$ cat src/rtl/bse_pkg.sv
// Shared constants for the bytecode stack engine: field widths, opcodes and status codes.
package bse_pkg;

    localparam int DATA_W   = 32;
    localparam int KIND_W   = 3;
    localparam int STATUS_W = 3;

    localparam int DEFAULT_STACK_DEPTH = 32;

    // Opcodes carried in the input tuser field
    localparam logic [KIND_W-1:0] OP_PUSH = 3'd0;
    localparam logic [KIND_W-1:0] OP_DUMP = 3'd1;
    localparam logic [KIND_W-1:0] OP_PEEK = 3'd2;
    localparam logic [KIND_W-1:0] OP_POP  = 3'd3;
    localparam logic [KIND_W-1:0] OP_SWAP = 3'd4;

    // Result status codes carried in the output tuser field
    localparam logic [STATUS_W-1:0] ST_OK         = 3'd0;
    localparam logic [STATUS_W-1:0] ST_PEEK_EMPTY = 3'd1;
    localparam logic [STATUS_W-1:0] ST_POP_EMPTY  = 3'd2;
    localparam logic [STATUS_W-1:0] ST_SWAP_SHORT = 3'd3;
    localparam logic [STATUS_W-1:0] ST_PUSH_FULL  = 3'd4;

endpackage

$ cat src/rtl/bse_ram.sv
// Generic single-write, single-read synchronous RAM with registered read data.
module bse_ram #(
    parameter int WIDTH = 32,
    parameter int DEPTH = 32
) (
    input  logic                     clk,
    input  logic                     wr_en,
    input  logic [$clog2(DEPTH)-1:0] wr_addr,
    input  logic [WIDTH-1:0]         wr_data,
    input  logic                     rd_en,
    input  logic [$clog2(DEPTH)-1:0] rd_addr,
    output logic [WIDTH-1:0]         rd_data
);

    logic [WIDTH-1:0] mem [DEPTH];

    // Write port
    always_ff @(posedge clk)
    begin
        if (wr_en)
        begin
            mem[wr_addr] <= wr_data;
        end
    end

    // Registered read; data holds until the next read
    always_ff @(posedge clk)
    begin
        if (rd_en)
        begin
            rd_data <= mem[rd_addr];
        end
    end

endmodule

$ cat src/rtl/bytecode_stack_engine_core.sv
// Bytecode stack engine: bounded LIFO of signed 32-bit words driven by opcodes.
//
// Input channel (s_axis): one beat per opcode. tuser holds the opcode
// (push, dump, peek, pop, swap), tdata the operand used by push.
// Output channel (m_axis): tdata holds a stack entry (zero on error), tuser the
// status code, tlast marks the final result beat of one opcode.
// Results per opcode, all sequenced around the one-read, one-write entry RAM:
//   push, pop, undefined opcodes: no result.
//   peek: one result beat, read from the RAM and then registered for output.
//   errors: one result beat with the error status.
//   swap: two reads, two writes, no result.
//   dump of N entries: N result beats from the top down, one per cycle after
//   the first RAM read while the receiver keeps up; an empty dump gives nothing.
// A one-beat output register parts the two channels, so a finished result may
// wait while the next opcode is taken. A stalled receiver holds the result
// register; a peek, dump or error then pauses until the beat is taken.
// Reset clears the fill count and all control state; the entry RAM needs no
// clearing since only entries below the fill count are ever read.
module bytecode_stack_engine_core
    import bse_pkg::*;
#(
    parameter int STACK_DEPTH = DEFAULT_STACK_DEPTH
) (
    input  logic                clk,
    input  logic                rst_n,
    input  logic                s_axis_tvalid,
    output logic                s_axis_tready,
    input  logic [DATA_W-1:0]   s_axis_tdata,   // [31:0] operand
    input  logic [KIND_W-1:0]   s_axis_tuser,   // [2:0] kind
    output logic                m_axis_tvalid,
    input  logic                m_axis_tready,
    output logic [DATA_W-1:0]   m_axis_tdata,   // [31:0] value
    output logic [STATUS_W-1:0] m_axis_tuser,   // [2:0] status
    output logic                m_axis_tlast
);

    localparam int CNT_W  = $clog2(STACK_DEPTH + 1);
    localparam int ADDR_W = $clog2(STACK_DEPTH);

    localparam logic [2:0] S_IDLE       = 3'd0;
    localparam logic [2:0] S_EMIT       = 3'd1;
    localparam logic [2:0] S_ERR        = 3'd2;
    localparam logic [2:0] S_SWAP_RD    = 3'd3;
    localparam logic [2:0] S_SWAP_WRTOP = 3'd4;
    localparam logic [2:0] S_SWAP_WRLOW = 3'd5;

    logic [2:0]          state_reg, state_next;
    logic [CNT_W-1:0]    count_reg, count_next;
    logic [ADDR_W-1:0]   addr_reg, addr_next;
    logic                peek_reg, peek_next;
    logic [DATA_W-1:0]   swap_top_reg, swap_top_next;
    logic [STATUS_W-1:0] err_reg, err_next;

    logic                out_valid_reg, out_valid_next;
    logic [DATA_W-1:0]   out_value_reg, out_value_next;
    logic [STATUS_W-1:0] out_status_reg, out_status_next;
    logic                out_last_reg, out_last_next;

    logic                ram_wr_en;
    logic [ADDR_W-1:0]   ram_wr_addr;
    logic [DATA_W-1:0]   ram_wr_data;
    logic                ram_rd_en;
    logic [ADDR_W-1:0]   ram_rd_addr;
    logic [DATA_W-1:0]   ram_rd_data;

    logic [CNT_W-1:0]    count_dec1;
    logic [CNT_W-1:0]    count_dec2;
    logic                is_empty;
    logic                is_full;
    logic                slot_free;
    logic                emit_last;

    bse_ram #(
        .WIDTH (DATA_W),
        .DEPTH (STACK_DEPTH)
    ) u_entries (
        .clk     (clk),
        .wr_en   (ram_wr_en),
        .wr_addr (ram_wr_addr),
        .wr_data (ram_wr_data),
        .rd_en   (ram_rd_en),
        .rd_addr (ram_rd_addr),
        .rd_data (ram_rd_data)
    );

    assign count_dec1 = count_reg - CNT_W'(1);
    assign count_dec2 = count_reg - CNT_W'(2);
    assign is_empty   = (count_reg == '0);
    assign is_full    = (count_reg == CNT_W'(STACK_DEPTH));
    assign slot_free  = !out_valid_reg || m_axis_tready;
    assign emit_last  = peek_reg || (addr_reg == '0);

    assign s_axis_tready = (state_reg == S_IDLE);
    assign m_axis_tvalid = out_valid_reg;
    assign m_axis_tdata  = out_value_reg;
    assign m_axis_tuser  = out_status_reg;
    assign m_axis_tlast  = out_last_reg;

    // Sequencer: decode opcodes, drive the RAM, load result beats
    always_comb
    begin
        state_next      = state_reg;
        count_next      = count_reg;
        addr_next       = addr_reg;
        peek_next       = peek_reg;
        swap_top_next   = swap_top_reg;
        err_next        = err_reg;
        out_valid_next  = out_valid_reg && !m_axis_tready;
        out_value_next  = out_value_reg;
        out_status_next = out_status_reg;
        out_last_next   = out_last_reg;
        ram_wr_en       = 1'b0;
        ram_wr_addr     = count_reg[ADDR_W-1:0];
        ram_wr_data     = s_axis_tdata;
        ram_rd_en       = 1'b0;
        ram_rd_addr     = count_dec1[ADDR_W-1:0];

        case (state_reg)
            S_IDLE:
            begin
                if (s_axis_tvalid)
                begin
                    case (s_axis_tuser)
                        OP_PUSH:
                        begin
                            if (is_full)
                            begin
                                err_next   = ST_PUSH_FULL;
                                state_next = S_ERR;
                            end
                            else
                            begin
                                ram_wr_en  = 1'b1;
                                count_next = count_reg + CNT_W'(1);
                            end
                        end
                        OP_DUMP:
                        begin
                            if (!is_empty)
                            begin
                                ram_rd_en  = 1'b1;
                                addr_next  = count_dec1[ADDR_W-1:0];
                                peek_next  = 1'b0;
                                state_next = S_EMIT;
                            end
                        end
                        OP_PEEK:
                        begin
                            if (is_empty)
                            begin
                                err_next   = ST_PEEK_EMPTY;
                                state_next = S_ERR;
                            end
                            else
                            begin
                                ram_rd_en  = 1'b1;
                                addr_next  = count_dec1[ADDR_W-1:0];
                                peek_next  = 1'b1;
                                state_next = S_EMIT;
                            end
                        end
                        OP_POP:
                        begin
                            if (is_empty)
                            begin
                                err_next   = ST_POP_EMPTY;
                                state_next = S_ERR;
                            end
                            else
                            begin
                                count_next = count_dec1;
                            end
                        end
                        OP_SWAP:
                        begin
                            if (count_reg < CNT_W'(2))
                            begin
                                err_next   = ST_SWAP_SHORT;
                                state_next = S_ERR;
                            end
                            else
                            begin
                                ram_rd_en  = 1'b1;
                                state_next = S_SWAP_RD;
                            end
                        end
                        default:
                        begin
                            // Drop undefined opcodes
                        end
                    endcase
                end
            end

            S_EMIT:
            begin
                // Emit the entry just read and, unless it is the last, fetch the one below it
                if (slot_free)
                begin
                    out_valid_next  = 1'b1;
                    out_value_next  = ram_rd_data;
                    out_status_next = ST_OK;
                    out_last_next   = emit_last;
                    if (emit_last)
                    begin
                        state_next = S_IDLE;
                    end
                    else
                    begin
                        addr_next   = addr_reg - ADDR_W'(1);
                        ram_rd_en   = 1'b1;
                        ram_rd_addr = addr_reg - ADDR_W'(1);
                    end
                end
            end

            S_ERR:
            begin
                if (slot_free)
                begin
                    out_valid_next  = 1'b1;
                    out_value_next  = '0;
                    out_status_next = err_reg;
                    out_last_next   = 1'b1;
                    state_next      = S_IDLE;
                end
            end

            S_SWAP_RD:
            begin
                // Hold the top entry, read the one below
                swap_top_next = ram_rd_data;
                ram_rd_en     = 1'b1;
                ram_rd_addr   = count_dec2[ADDR_W-1:0];
                state_next    = S_SWAP_WRTOP;
            end

            S_SWAP_WRTOP:
            begin
                ram_wr_en   = 1'b1;
                ram_wr_addr = count_dec1[ADDR_W-1:0];
                ram_wr_data = ram_rd_data;
                state_next  = S_SWAP_WRLOW;
            end

            S_SWAP_WRLOW:
            begin
                ram_wr_en   = 1'b1;
                ram_wr_addr = count_dec2[ADDR_W-1:0];
                ram_wr_data = swap_top_reg;
                state_next  = S_IDLE;
            end

            default:
            begin
                state_next = S_IDLE;
            end
        endcase
    end

    // Control state
    always_ff @(posedge clk or negedge rst_n)
    begin
        if (!rst_n)
        begin
            state_reg     <= S_IDLE;
            count_reg     <= '0;
            out_valid_reg <= 1'b0;
        end
        else
        begin
            state_reg     <= state_next;
            count_reg     <= count_next;
            out_valid_reg <= out_valid_next;
        end
    end

    // Payload and working registers
    always_ff @(posedge clk)
    begin
        addr_reg       <= addr_next;
        peek_reg       <= peek_next;
        swap_top_reg   <= swap_top_next;
        err_reg        <= err_next;
        out_value_reg  <= out_value_next;
        out_status_reg <= out_status_next;
        out_last_reg   <= out_last_next;
    end

endmodule
$ cat config.mk
export PLATFORM = sky130hd
export DESIGN_NAME = bytecode_stack_engine_core
export DESIGN_NICKNAME = d
export VERILOG_FILES = /design/src/rtl/bse_pkg.sv /design/src/rtl/bse_ram.sv /design/src/rtl/bytecode_stack_engine_core.sv
export SDC_FILE = /design/constraint.sdc
export NUM_CORES = 2
export LEC_CHECK = 0
export BUFFER_PORTS_ARGS = -buffer_cell sky130_fd_sc_hd__buf_2
export CAP_MARGIN = 30
export CORE_MARGIN = 8
export CORE_UTILIZATION = 60
export CTS_BUF_LIST = sky130_fd_sc_hd__clkbuf_8 sky130_fd_sc_hd__clkbuf_16
export CTS_CLUSTER_SIZE = 20
export DETAILED_ROUTE_END_ITERATION = 8
export PLACE_DENSITY_LB_ADDON = 0.25
export SYNTH_ARGS = -nofsm -noshare
export SYNTH_HDL_FRONTEND = slang
export SYNTH_SLANG_ARGS = --single-unit
$ cat constraint.sdc
create_clock -name clk -period 10.8 [get_ports clk]
set_input_delay 1.08 -clock clk [delete_from_list [all_inputs] [get_ports clk]]
set_output_delay 1.08 -clock clk [all_outputs]
set_load 0.05 [all_outputs]
Word level (Yosys, flattened, before mapping) --
Memory sizes are Yosys's and may differ from the RTL's. A register that Yosys moved wholly into a read port is not among the register bits. Cells that the tools add are included. W data, S select, Z words.
Storage, ports and cells: RAM bits 1024, memories kept 1, register bits 87, output and inout port bits 38
Cells by class: reduce and logical (&&, ||, !) cells 23, equality and inequality tests 29, muxes and demuxes 55, $lt $le $gt $ge 1, $add $sub $neg 4
Memory list:
- u_entries.mem | words 32, bits a word 32, read ports 1, clocked after Yosys merged registers in 1, write ports 1, line bse_ram.sv:15 | logic [WIDTH-1:0] mem [DEPTH];
Operator list (count):
- $pmux W32 S2 | 2
- $mux W32 | 2
- $mux W5 | 7
- $mux W3 | 11
- $ne A2 B2 Y1 const B | 15
- $pmux W3 S5 | 2
- $pmux W5 S2 | 3
- $mux W1 | 17
- $eq A3 B2 Y1 const B | 4
- $mux W6 | 2
- $pmux W3 S4 | 1
- $pmux W6 S2 | 1
- $reduce_and A5 Y1 | 2
- $eq A3 B3 Y1 const B | 3
- $ne A3 B3 Y1 const B | 3
- $pmux W1 S2 | 4
- $reduce_and A8 Y1 | 1
- $reduce_bool A2 Y1 | 4
- $reduce_and A7 Y1 | 1
- $add A6 B1 Y6 const B | 1
- $eq A3 B1 Y1 const B | 2
- $eq A6 B6 Y1 const B | 1
- $logic_not A3 Y1 | 2
- $logic_not A6 Y1 | 1
- 16 further kinds | 20

Depth between registers and ports, before layout --
depth after elaboration 7, mapped depth 14, mapped depth without buffers 9

By module --
From an unflattened synthesis, not the netlist that was laid out.
Second synthesis, totals: cell total of the unflattened synthesis 2669, area total of the unflattened synthesis 45353.5 um^2
Modules (own cells, without submodules):
- bse_ram | seq. area each 31710.4 um^2, cells each 2260, instances 1, area an instance 40812.9 um^2
- bytecode_stack_engine_core | seq. area each 2562.5 um^2, cells each 409, instances 1, area an instance 4540.6 um^2

Least setup slack after synthesis --
Ideal clock, no wire load.
path type flip-flop to flip-flop, from register state_reg[1], to register u_entries.rd_data[0] (read register of u_entries.mem) (enable), cell stages (with the launch flop) 6, setup time 0.466 ns, required time 10.334 ns, path buffers 1, arrival 4.688 ns, setup slack 5.646 ns, clock period less this slack 5.154 ns, cells stage by stage dfrtp_1 clkbuf_1 nor3_1 and3_1 a21oi_1 o21ai_0
Between the ends: cells in the longest elaborated chain, start to end 2, elaborated cells on any way between the ends 5, those cells by class eq/ne (2); mux (2); reduce/logical (1)
RTL lines:
- from (decl) | line bytecode_stack_engine_core.sv:47 | logic [2:0] state_reg, state_next;
- from (signal assigned) | line bytecode_stack_engine_core.sv:272 | state_reg <= state_next;
- $logic_not A3 Y1
- via s_axis_tready | line bytecode_stack_engine_core.sv:27 | output logic s_axis_tready,
- $pmux W1 S3 | line bytecode_stack_engine_core.sv:118 | case (state_reg)
- via ram_rd_en | line bytecode_stack_engine_core.sv:62 | logic ram_rd_en;
- to (decl) | line bse_ram.sv:12 | output logic [WIDTH-1:0] rd_data
The timed path passes the listed nets, and every way through them passes these cells. A chain may end at the register's enable or synchronous reset.

Final worst setup path --
from register count_reg[0], to register u_entries.rd_data[9] (read register of u_entries.mem) (data pin)
Between the ends: cells in the longest elaborated chain, start to end 5, elaborated cells on any way between the ends 12, those cells by class add/sub (2); order compare (1); mux (8); reduce/logical (1)
RTL lines:
- from (decl) | line bytecode_stack_engine_core.sv:48 | logic [CNT_W-1:0] count_reg, count_next;
- from (signal assigned) | line bytecode_stack_engine_core.sv:273 | count_reg <= count_next;
- $lt A6 B2 Y1 or $logic_not A6 Y1 (tied branches) | line bytecode_stack_engine_core.sv:176, bytecode_stack_engine_core.sv:88
- $mux W1 (on tied branches) | line bytecode_stack_engine_core.sv:176, bytecode_stack_engine_core.sv:139, bytecode_stack_engine_core.sv:149
- $pmux W1 S2 | line bytecode_stack_engine_core.sv:123 | case (s_axis_tuser)
- $mux W1 | line bytecode_stack_engine_core.sv:121 | if (s_axis_tvalid)
- $pmux W1 S3 | line bytecode_stack_engine_core.sv:118
Parallel ways exist; a longest one is shown, timed or not.

==> flow_summary.toml <==
[outcome]
outcome = "completed"

[setup_path]
crit_arrival_ps = 6820
end_kind = "flop"
critPathMaxStageDelay_ps = 940
critPathLaunchType = "flop"
crit_chain = "inv_1 -> ha_1 -> nor2_2 -> buf_4 -> o31a_2 -> buf_12 -> or3_4 -> buf_12 -> buf_4 -> mux2i_1 -> mux2i_1 -> o2111ai_1 -> nor4_1"
worstPathRequired_ps = 11200
r2r_cells = 13
crit_family = "buffers and inverters"
regToRegSetupSlack_ps = 4380
worstSetupPathType = "reg2reg"
timing.rr.start = "count_reg[0]"
path_max_fanout = 193
reg2reg_to = "u_entries.rd_data[9]"
cp_slowest_cell = "buf_4"
path_buf_inv = 5
critPathLaunch = "count_reg[0]"

[worst_hold_path]
hold_path_class = "in2async"

[final_layout]
design_area_um2 = 52580
multiInputGateArea_um2 = 12340
drive_gt1_share_pct = 12.50
layout.nets = 3271
largest_register_ffs = 1024
fin_util_pct = 66.89
area_growth_pct = 10.99
top_register = "u_entries.mem"
layout.area.seq_um2 = 34270
fillers = 5216

[placement]
port_buffers = 76
dpl_cell_area_um2 = 49310
globalplace.congestion = 0.8664
hpwl_um = 64520
detailedPlace.worstSlack_ps = 4456

[synthesis]
synth_area_um2 = 47380
netlist.area_leader.share_pct = 71.81
synth_area_per_cell_um2 = 14.69
yosys-top-cells-area = "edfxtp_1, nor4b_1, a211oi_1"
synthCells = 3225
seq_area_frac_synth_pct = 72.34
yosys-top-cells-count = "edfxtp_1, nand2_1, clkbuf_1, a211oi_1, nor4b_1"
synthMostInstantiatedCell = "edfxtp_1"
syn-num-nets = 3271
synthFlopType = "edfxtp_1"
yosys_warnings = 0
synth_top_area_cell = "edfxtp_1"
async_flop_share_pct = 0.8749
synth_edf_count = 1133
synth.distinct_cells = 64
synth_seq_cells = 1143

[clocking]
cts_root_buf = "clkbuf_16"
cts_hold_buf = 0
cts_max_level = 3
worstSkewPairLatency_ps = 670
cts_resized = 0
cts_tree = "yes"
post_cts_buffers = 0
clkTransAtPathRegs_ps = 60
numCtsBuffers = 107
clkSinkCount = 1143
clockBufferDepth = 3

[sta]
grt_setup_unrepaired = "false"
skew_ps = 26.44
max-slew-margin-rel_pct = 4.450
worst_pin_slew_ps = 1433
setup_tns_ps = 0
fmax_mhz = 155.8
layout_setup_ws_ps = 4382
finalSetupViolCount = 0
slew_viol_final = 0
hold_viol_final = 0
period_share_pct = 59.43
min_period_ps = 6418

[power_and_ir_drop]
peakVddDrop_mv = 0.4413
p_per_area_nw_per_um2 = 336.9
cellLeakagePower_uw = 0.01660

[flow_run]
maxCapViolCount = 0

[routing]
vias_per_cell = 7.028
first_pass_iters = 8
drtIter0Drc = 3822
drcViolationCount = 0
vias = 30660
totalWireLength_um = 126500
post_drt_wl_per_cell_um = 28.99
ant_nets = 0

[grt]
grt-ovfl-total = 0
antenna_found_initial = 2
track_usage_pct = 27.53
grt_pass1_wl_um = 187400
grt_pass1_vias = 29660
grt_max_degree = 194

[die]
rows = 103
core_area_um2 = 78610
die-area_um2 = 88210
die_width_um = 297.0
ios = 77
die_h_um = 297.0
initial_core_util_pct = 60.26
area by class of cell:
type | instances | share of cell area [%]
flip-flops and latches | 1143 | 65.18
well taps | 1050 | 2.499
repair buffers | 179 | 2.556
multi-input cells | 1783 | 23.46
inverters | 11 | 0.07853
clock inverters | 88 | 1.076
diodes | 1 | 0.004759
clock buffers | 108 | 5.140
kinds of logic (layout without fill, tap and decap cells):
| kind of cell | after synthesis | after routing | share of synthesized area (%) |
|---|---|---|---|
| simple gates | 897 | 897 | 10.86 |
| fa+ha+maj | 7 | 7 | 0.1849 |
| xor+xnor | 15 | 15 | 0.2773 |
| buf+inv | 299 | 386 | 2.625 |
| mux | 128 | 128 | 2.733 |
| other cells | 0 | 1 | 0 |
| flops | 1143 | 1143 | 72.34 |
| compound gates | 736 | 736 | 10.98 |
per-layer routing:
layer	vias up	track usage [%]	wire length [µm]
li1	12960	-	-
met1	15420	38.18	48300
met2	1982	43.80	59920
met3	303	5.201	14140
met4	0	9.894	4108
met5	-	0	0
how the worst max path moves through the flow:
stage	end	slack, ps	depth (start not counted)
2_1_floorplan	u_entries.rd_data[0]	5650	5
3_3_place_gp	u_entries.rd_data[9]	4650	11
3_5_place_dp	u_entries.rd_data[9]	4460	11
4_1_cts	u_entries.rd_data[9]	4560	13
5_1_grt	u_entries.rd_data[14]	3990	13
6_report	u_entries.rd_data[9]	4380	13
through the flow:
step / total power (µW) / hold slack (ps) / std cells
2_1_floorplan: 11340 / 440.9 / 3225
3_3_place_gp: 13730 / 471.2 / 4153
3_5_place_dp: 14050 / 476.8 / 4166
4_1_cts: 17560 / 276.7 / 4362
5_1_grt: 18420 / 305.3 / 4362
6_report: 17710 / 303.5 / 4363
where the power goes:
part / internal [µW] / switching, µW / leakage [µW]
Combinational: 2200 / 6030 / 0.00453
Sequential: 5760 / 182 / 0.0103
Clock: 1970 / 1580 / 0.00173
Total: 9930 / 7790 / 0.0166
placed cells by master, fill, tap and decap left out, types with 65 or more instances in the layout:
master	n
clkbuf_16	108
o211ai_1	98
edfxtp_1	1133
buf_2	76
nand2_1	326
a211oi_1	191
a21oi_1	145
a2111oi_0	95
mux2i_1	126
buf_4	85
nand3_1	76
and3_1	65
nor4b_1	190
No activity file was read; power rests on OpenSTA's default activity.
